**config.mk**
```make
export PLATFORM = sky130hd
export DESIGN_NAME = ultrasonic_echo_ranger
export DESIGN_NICKNAME = d
export VERILOG_FILES = /design/src/rtl/core/uer_pkg.sv /design/src/rtl/core/uer_ctrl.sv /design/src/rtl/core/uer_dp.sv /design/src/rtl/core/ultrasonic_echo_ranger.sv
export SDC_FILE = /design/constraint.sdc
export NUM_CORES = 1
export LEC_CHECK = 0
export ABC_AREA = 1
export BUFFER_PORTS_ARGS = -buffer_cell sky130_fd_sc_hd__buf_2
export CELL_PAD_IN_SITES_DETAIL_PLACEMENT = 0
export CELL_PAD_IN_SITES_GLOBAL_PLACEMENT = 1
export CORE_MARGIN = 2
export CORE_UTILIZATION = 45
export DETAILED_ROUTE_END_ITERATION = 10
export PLACE_DENSITY_LB_ADDON = 0.2
export SETUP_SLACK_MARGIN = 0.15
export SLEW_MARGIN = 25
export SYNTH_ARGS = -nofsm -noshare
export SYNTH_HDL_FRONTEND = slang
export SYNTH_HIERARCHICAL = 1
export SYNTH_SLANG_ARGS = --single-unit
```
**constraint.sdc**
```tcl
create_clock -name clk -period 6.8 [get_ports clk]
set_input_delay 1.02 -clock clk [delete_from_list [all_inputs] [get_ports clk]]
set_output_delay 1.02 -clock clk [all_outputs]
set_load 0.02 [all_outputs]
```
**src/rtl/core/uer_pkg.sv**
```systemverilog
// Shared types and constants for the ultrasonic echo ranger.
package uer_pkg;

  typedef enum logic [2:0] {
    PH_IDLE      = 3'd0,
    PH_TRIG_LOW  = 3'd1,
    PH_TRIG_HIGH = 3'd2,
    PH_WAIT_LOW  = 3'd3,
    PH_WAIT_HIGH = 3'd4,
    PH_MEASURE   = 3'd5
  } phase_t;

  localparam logic [1:0] REG_MAX_DIST = 2'd0;
  localparam logic [1:0] REG_TIMEOUT  = 2'd1;

  localparam logic [16:0] MAX_DIST_RESET = 17'd40000;
  localparam logic [23:0] TIMEOUT_RESET  = 24'd1000000;

  localparam logic [23:0] LOW_TICKS  = 24'd2;
  localparam logic [23:0] HIGH_TICKS = 24'd10;

  localparam logic signed [19:0] SPEED_BASE  = 20'sd331300;
  localparam logic signed [19:0] SPEED_SLOPE = 20'sd606;
  localparam logic [18:0]        SPEED_DIV   = 19'd200000;
  localparam logic [18:0]        SPEED_DIV2  = 19'd400000;

  typedef struct packed {
    logic latch;
    logic cnt_set1;
    logic cnt_clear;
    logic cnt_inc;
    logic acc_init;
    logic acc_add;
    logic trig_on;
    logic busy;
    logic meas_done;
    logic tmo;
  } cmd_t;

  typedef struct packed {
    logic ge_low;
    logic ge_high;
    logic timeout_hit;
  } sts_t;

endpackage

```
**src/rtl/core/uer_ctrl.sv**
```systemverilog
// Phase controller of the echo ranger: sequences trigger, wait and measure.
module uer_ctrl (
  input  logic          clk,
  input  logic          rst,
  input  logic          step,
  input  logic          start_req,
  input  logic          echo_level,
  input  uer_pkg::sts_t sts,
  output uer_pkg::cmd_t cmd
);

  uer_pkg::phase_t phase;
  uer_pkg::phase_t phase_next;
  logic            done;

  always_ff @(posedge clk) begin
    if (rst) begin
      phase <= uer_pkg::PH_IDLE;
    end else if (step) begin
      phase <= phase_next;
    end
  end

  always_comb begin
    phase_next = phase;
    cmd        = '0;
    done       = 1'b0;
    unique case (phase)
      uer_pkg::PH_IDLE: begin
        if (start_req) begin
          phase_next   = uer_pkg::PH_TRIG_LOW;
          cmd.latch    = 1'b1;
          cmd.cnt_set1 = 1'b1;
        end
      end
      uer_pkg::PH_TRIG_LOW: begin
        if (sts.ge_low) begin
          phase_next   = uer_pkg::PH_TRIG_HIGH;
          cmd.cnt_set1 = 1'b1;
        end else begin
          cmd.cnt_inc = 1'b1;
        end
      end
      uer_pkg::PH_TRIG_HIGH: begin
        if (sts.ge_high) begin
          phase_next    = uer_pkg::PH_WAIT_LOW;
          cmd.cnt_clear = 1'b1;
        end else begin
          cmd.cnt_inc = 1'b1;
        end
      end
      uer_pkg::PH_WAIT_LOW, uer_pkg::PH_WAIT_HIGH, uer_pkg::PH_MEASURE: begin
        cmd.cnt_inc = 1'b1;
        if (phase == uer_pkg::PH_WAIT_LOW) begin
          if (!echo_level) phase_next = uer_pkg::PH_WAIT_HIGH;
        end else if (phase == uer_pkg::PH_WAIT_HIGH) begin
          if (echo_level) begin
            phase_next   = uer_pkg::PH_MEASURE;
            cmd.acc_init = 1'b1;
          end
        end else begin
          if (echo_level) begin
            cmd.acc_add = 1'b1;
          end else begin
            cmd.meas_done = 1'b1;
            done          = 1'b1;
          end
        end
        if (!done && sts.timeout_hit) begin
          cmd.tmo = 1'b1;
          done    = 1'b1;
        end
        if (done) phase_next = uer_pkg::PH_IDLE;
      end
      default: begin
        phase_next = uer_pkg::PH_IDLE;
      end
    endcase
    cmd.trig_on = (phase_next == uer_pkg::PH_TRIG_HIGH);
    cmd.busy    = (phase_next != uer_pkg::PH_IDLE);
  end

endmodule

```
**src/rtl/core/uer_dp.sv**
```systemverilog
// Datapath of the echo ranger: counters, distance accumulator and result register.
module uer_dp #(
  parameter int SENSOR_COUNT = 4
) (
  input  logic                    clk,
  input  logic                    rst,
  input  logic                    step,
  input  uer_pkg::cmd_t           cmd,
  output uer_pkg::sts_t           sts,
  input  logic                    cfg_we,
  input  logic [1:0]              cfg_index,
  input  logic [23:0]             cfg_data,
  input  logic [1:0]              sensor_index,
  input  logic signed [7:0]       temperature_c,
  output logic [SENSOR_COUNT-1:0] trigger_lines,
  output logic                    busy_res,
  output logic                    done_res,
  output logic [16:0]             distance_hundredths,
  output logic                    out_of_range,
  output logic                    timed_out
);

  logic [16:0] max_dist;
  logic [23:0] timeout;
  logic [23:0] tick_count;
  logic [23:0] tick_inc;
  logic [1:0]  latched_sensor;
  logic [1:0]  mult_q;
  logic [17:0] mult_r;
  logic [25:0] acc_q;
  logic [17:0] acc_r;

  logic signed [19:0] mult_s;
  logic [18:0]        mult_u;
  logic [1:0]         mult_q_next;
  logic [17:0]        mult_r_next;
  logic [18:0]        sum_r;
  logic               carry;
  logic               over;
  logic [SENSOR_COUNT-1:0] trig_next;

  always_ff @(posedge clk) begin
    if (rst) begin
      max_dist <= uer_pkg::MAX_DIST_RESET;
      timeout  <= uer_pkg::TIMEOUT_RESET;
    end else if (cfg_we) begin
      if (cfg_index == uer_pkg::REG_MAX_DIST) max_dist <= cfg_data[16:0];
      if (cfg_index == uer_pkg::REG_TIMEOUT)  timeout  <= cfg_data;
    end
  end

  assign tick_inc        = tick_count + 24'd1;
  assign sts.ge_low      = (tick_count >= uer_pkg::LOW_TICKS);
  assign sts.ge_high     = (tick_count >= uer_pkg::HIGH_TICKS);
  assign sts.timeout_hit = (tick_inc >= timeout);

  always_ff @(posedge clk) begin
    if (rst) begin
      tick_count <= '0;
    end else if (step) begin
      priority if (cmd.cnt_set1) begin
        tick_count <= 24'd1;
      end else if (cmd.cnt_clear) begin
        tick_count <= '0;
      end else if (cmd.cnt_inc) begin
        tick_count <= tick_inc;
      end
    end
  end

  always_comb begin
    mult_s = 20'(temperature_c) * uer_pkg::SPEED_SLOPE + uer_pkg::SPEED_BASE;
    mult_u = mult_s[18:0];
    if (mult_u >= uer_pkg::SPEED_DIV2) begin
      mult_q_next = 2'd2;
      mult_r_next = 18'(mult_u - uer_pkg::SPEED_DIV2);
    end else begin
      mult_q_next = 2'd1;
      mult_r_next = 18'(mult_u - uer_pkg::SPEED_DIV);
    end
  end

  always_ff @(posedge clk) begin
    if (rst) begin
      latched_sensor <= '0;
    end else if (step && cmd.latch) begin
      latched_sensor <= sensor_index;
    end
  end

  always_ff @(posedge clk) begin
    if (step && cmd.latch) begin
      mult_q <= mult_q_next;
      mult_r <= mult_r_next;
    end
  end

  // Running quotient and remainder of width * speed / divisor
  always_comb begin
    sum_r = {1'b0, acc_r} + {1'b0, mult_r};
    carry = (sum_r >= uer_pkg::SPEED_DIV);
  end

  always_ff @(posedge clk) begin
    if (step) begin
      if (cmd.acc_init) begin
        acc_q <= 26'(mult_q);
        acc_r <= mult_r;
      end else if (cmd.acc_add) begin
        acc_q <= acc_q + 26'(mult_q) + 26'(carry);
        acc_r <= carry ? 18'(sum_r - uer_pkg::SPEED_DIV) : sum_r[17:0];
      end
    end
  end

  assign over = (acc_q > 26'(max_dist));

  always_comb begin
    for (int s = 0; s < SENSOR_COUNT; s++) begin
      trig_next[s] = cmd.trig_on && (int'(latched_sensor) == s);
    end
  end

  always_ff @(posedge clk) begin
    if (step) begin
      trigger_lines       <= trig_next;
      busy_res            <= cmd.busy;
      done_res            <= cmd.meas_done || cmd.tmo;
      distance_hundredths <= (cmd.meas_done && !over) ? acc_q[16:0] : 17'd0;
      out_of_range        <= cmd.meas_done && over;
      timed_out           <= cmd.tmo;
    end
  end

endmodule

```
**src/rtl/core/ultrasonic_echo_ranger.sv**
```systemverilog
// Top level of the ultrasonic echo ranger.
//
// Each input beat is one microsecond tick: start_req, sensor_index,
// temperature_c and the sampled echo_level. Every input beat yields exactly
// one output beat with the trigger lines, busy and done flags, and on done
// the distance in hundredths of a centimetre with out_of_range / timed_out.
// A start in idle drives the chosen trigger low for 2 ticks, high for 10,
// then waits for a fresh echo pulse and counts its width, bounded by
// the timeout register. The distance is accumulated one speed step per echo
// tick, so no wide multiply or divide sits in any path.
// Each output beat is registered in the cycle after its input; the rate is
// one beat per cycle while out_ready holds, set by the single output register.
// in_ready is high while the output register is empty or being taken, so a
// stalled receiver holds the input side after one beat.
// Reset returns to idle and loads the register defaults (40000, 1000000).
// Writes through cfg_we/cfg_index/cfg_data are registered and accepted mid-run.
module ultrasonic_echo_ranger #(
  parameter int SENSOR_COUNT = 4
) (
  input  logic                    clk,
  input  logic                    rst,
  input  logic                    cfg_we,
  input  logic [1:0]              cfg_index,
  input  logic [23:0]             cfg_data,
  input  logic                    in_valid,
  output logic                    in_ready,
  input  logic                    start_req,
  input  logic [1:0]              sensor_index,
  input  logic signed [7:0]       temperature_c,
  input  logic                    echo_level,
  output logic                    out_valid,
  input  logic                    out_ready,
  output logic [SENSOR_COUNT-1:0] trigger_lines,
  output logic                    busy_res,
  output logic                    done_res,
  output logic [16:0]             distance_hundredths,
  output logic                    out_of_range,
  output logic                    timed_out
);

  uer_pkg::cmd_t cmd;
  uer_pkg::sts_t sts;
  logic          step;

  assign in_ready = !out_valid || out_ready;
  assign step     = in_valid && in_ready;

  always_ff @(posedge clk) begin
    if (rst) begin
      out_valid <= 1'b0;
    end else if (in_ready) begin
      out_valid <= in_valid;
    end
  end

  uer_ctrl u_ctrl (
    .clk        (clk),
    .rst        (rst),
    .step       (step),
    .start_req  (start_req),
    .echo_level (echo_level),
    .sts        (sts),
    .cmd        (cmd)
  );

  uer_dp #(
    .SENSOR_COUNT (SENSOR_COUNT)
  ) u_dp (
    .clk                 (clk),
    .rst                 (rst),
    .step                (step),
    .cmd                 (cmd),
    .sts                 (sts),
    .cfg_we              (cfg_we),
    .cfg_index           (cfg_index),
    .cfg_data            (cfg_data),
    .sensor_index        (sensor_index),
    .temperature_c       (temperature_c),
    .trigger_lines       (trigger_lines),
    .busy_res            (busy_res),
    .done_res            (done_res),
    .distance_hundredths (distance_hundredths),
    .out_of_range        (out_of_range),
    .timed_out           (timed_out)
  );

endmodule

```
==> results.ini <==
[run_status]
status=completed

[detailed_routing]
first_pass_iters=5
vias=10330
top_layer=met4
vias_per_cell=5.101
wire_per_inst_um=14.00
wl_met2_um=14020
ant_nets=0
drt_iter0_drc=473
wl_met3_um=903
route.detailed.drc=0
wirelength_um=28350
met1Wirelength_um=13200

[clock_network]
clk_latency_ns=0.43
clock_path_buffers=2
ctsHoldBuffers=0
cts_made_buffers=17
cts_resized=0
postCtsSetupBuffers=0
htreeDepth=4
cts_root_buffer=clkbuf_16
clock-sinks=158
clk_pin_slew_ns=0.07
cts_tree=built

[cells_and_area]
diodes=0
nets=1851
fin_area_um2=13410
mostFrequentLayoutCells=nand2_1 (400), inv_1 (243), ha_1 (119)
drive_gt1_frac=0.1164
fillCellCount=2656
final_cells=2025
final_common_cell=nand2_1
syn_to_final_growth_pct=10.49

[pwr]
power_mw=4.816
p_leak_nw=6.449
ir_drop_uv=287.5
power_density_nw_per_um2=359.2

[setup_path]
cp.arrival_ns=5.87
cp-start-kind=input pin
cp_common_cell=nand2_1
cp_slowest_stage_delay_ns=0.59
slowest_stage=fa_1
crit_type=input pin to register
endpoint_kind=register
path_max_fanout=12
required_ns=7.10

[timing]
finClkSkew_ns=0.01666
timing.final.ws_setup_ns=1.226
tightest_slew_ns=0.8969
setup_viol=0
final_hold_viol_count=0
maxSlewViolCount=0
finalCritPeriodShare=0.8198
rsz0062_at_grt=false
fin_crit_ns=5.574
slew-limit-headroom=0.3984
max_freq_mhz=179.4
setup_tns_ns=0

[global_route]
grt_overflow=0
grt_max_degree=44
grt_antenna_before_repair=0
grt_pass1_vias=9972
grt_first_pass_wirelength_um=47980
grtUsageTotal=0.2077

[synth]
netlist_instances=1608
synth-seq-cells=158
seq_area_frac_synth=0.3325
ys_warn_count=6
syn_area_um2=12130
ys_types=49
synthesis.nets=1788
syn_avg_cell_area_um2=7.545

[place]
pre_cts_slack_ns=0.7550
portBuffers=69
dp_hpwl_um=22140
place_area_um2=12830
placed_cells=1993
place_congestion=0.8713

[floorplan]
ios=70
floorplan.initialDensity=0.4540
core_um2=26730
die_h_um=168.2
die-area_um2=28290
dieWidth_um=168.2
fp-row-count=60

[worst_hold_path]
min_path_type=register to register

[job]
maxCapViolCount=0

critical path: cells and delay by family:
kind	cells	cell delay (ns)
buffers and inverters	3	0.23
and+or+nand+nor	20	2.20
adders and majority gates	6	2.42
through the flow:
step                utilization  hold slack (ns)
floorplan                     -           0.4352
global placement         0.4800           0.4545
detailed placement       0.4800           0.4629
CTS                      0.5015           0.4711
global route             0.5016           0.4934
finish                   0.5016           0.4665
cells by family after synthesis:
family	share of synthesized area
AND/OR/NAND/NOR	0.2846
buffers and inverters	0.09085
AO/OA/AOI/OAI	0.1008
flip-flops	0.3325
adder cells (fa/ha/maj)	0.1524
XOR/XNOR	0.03888
path summary, 6_finish.rpt:
path,slack (ns),to,from,cells past startpoint
worst min-delay path,0.47,u_dp/timeout[21]$_SDFFE_PP0P_,u_dp/timeout[21]$_SDFFE_PP0P_,2
worst max register to register,1.46,u_dp/acc_q[24]$_SDFFCE_PP0P_,u_dp/mult_r[1]$_DFFE_PP_,27
worst max-delay path,1.23,u_dp/mult_r[6]$_DFFE_PP_,temperature_c[2],29
worst min register to register,0.47,u_dp/timeout[21]$_SDFFE_PP0P_,u_dp/timeout[21]$_SDFFE_PP0P_,2
registers in the layout, indices dropped and copies added (netlist names), 2 cells and up:
register / count
u_dp/acc_q: 26
u_dp/mult_r: 17
u_dp/max_dist: 17
u_ctrl/phase: 3
u_dp/trigger_lines: 4
u_dp/tick_count: 24
u_dp/acc_r: 17
u_dp/timeout: 24
u_dp/latched_sensor: 2
u_dp/mult_q: 2
u_dp/distance_hundredths: 17
synthesized netlist by cell type, drive strengths merged:
master / number / area [um2]
dfxtp: 71 / 1421
nand2: 445 / 1815
o21a: 7 / 52.55
xor2: 39 / 349.1
ha: 119 / 1489
fa: 18 / 360.4
buf: 7 / 55.05
o211ai: 15 / 112.6
o21bai: 7 / 52.55
a31oi: 2 / 12.51
nand4: 32 / 206.5
a21o: 3 / 22.52
a21boi: 2 / 15.01
o21ai: 66 / 330.3
xnor2: 14 / 122.6
nor3b: 2 / 15.01
or2: 2 / 12.51
nor3: 32 / 160.2
edfxtp: 87 / 2613
nor2: 123 / 534.3
inv: 253 / 949.7
a211oi: 1 / 7.510
nand3: 95 / 543.0
o41ai: 1 / 8.760
clkbuf: 24 / 90.09
a2111oi: 2 / 17.52
nand3b: 10 / 78.82
o221ai: 1 / 8.760
clkinv: 2 / 7.510
nor4: 13 / 87.58
o31ai: 2 / 15.01
a21oi: 111 / 566.8
final cells by class:
type | count | area [um2] | share of cell area
inverter | 255 | 957.2 | 0.07140
clock buffer | 17 | 425.4 | 0.03173
timing repair buffer | 75 | 390.4 | 0.02912
tap | 341 | 426.7 | 0.03183
clock inverter | 15 | 150.1 | 0.01120
sequential | 158 | 4034 | 0.3009
multi-input combinational | 1164 | 7022 | 0.5238
per-layer routing:
metal / GRT usage / vias to the layer above
met5: 0 / -
li1: - / 5392
met2: 0.3770 / 197
met4: 0.04573 / 0
met1: 0.2649 / 4725
met3: 0.02398 / 16
where the power goes:
part	total (mW)	leakage, nW	switching, mW	internal [mW]
clock network	0.932	0.266	0.445	0.487
registers	1.18	1.40	0.0346	1.15
logic	2.70	4.79	1.79	0.914
(Power assumes the default switching activity.)
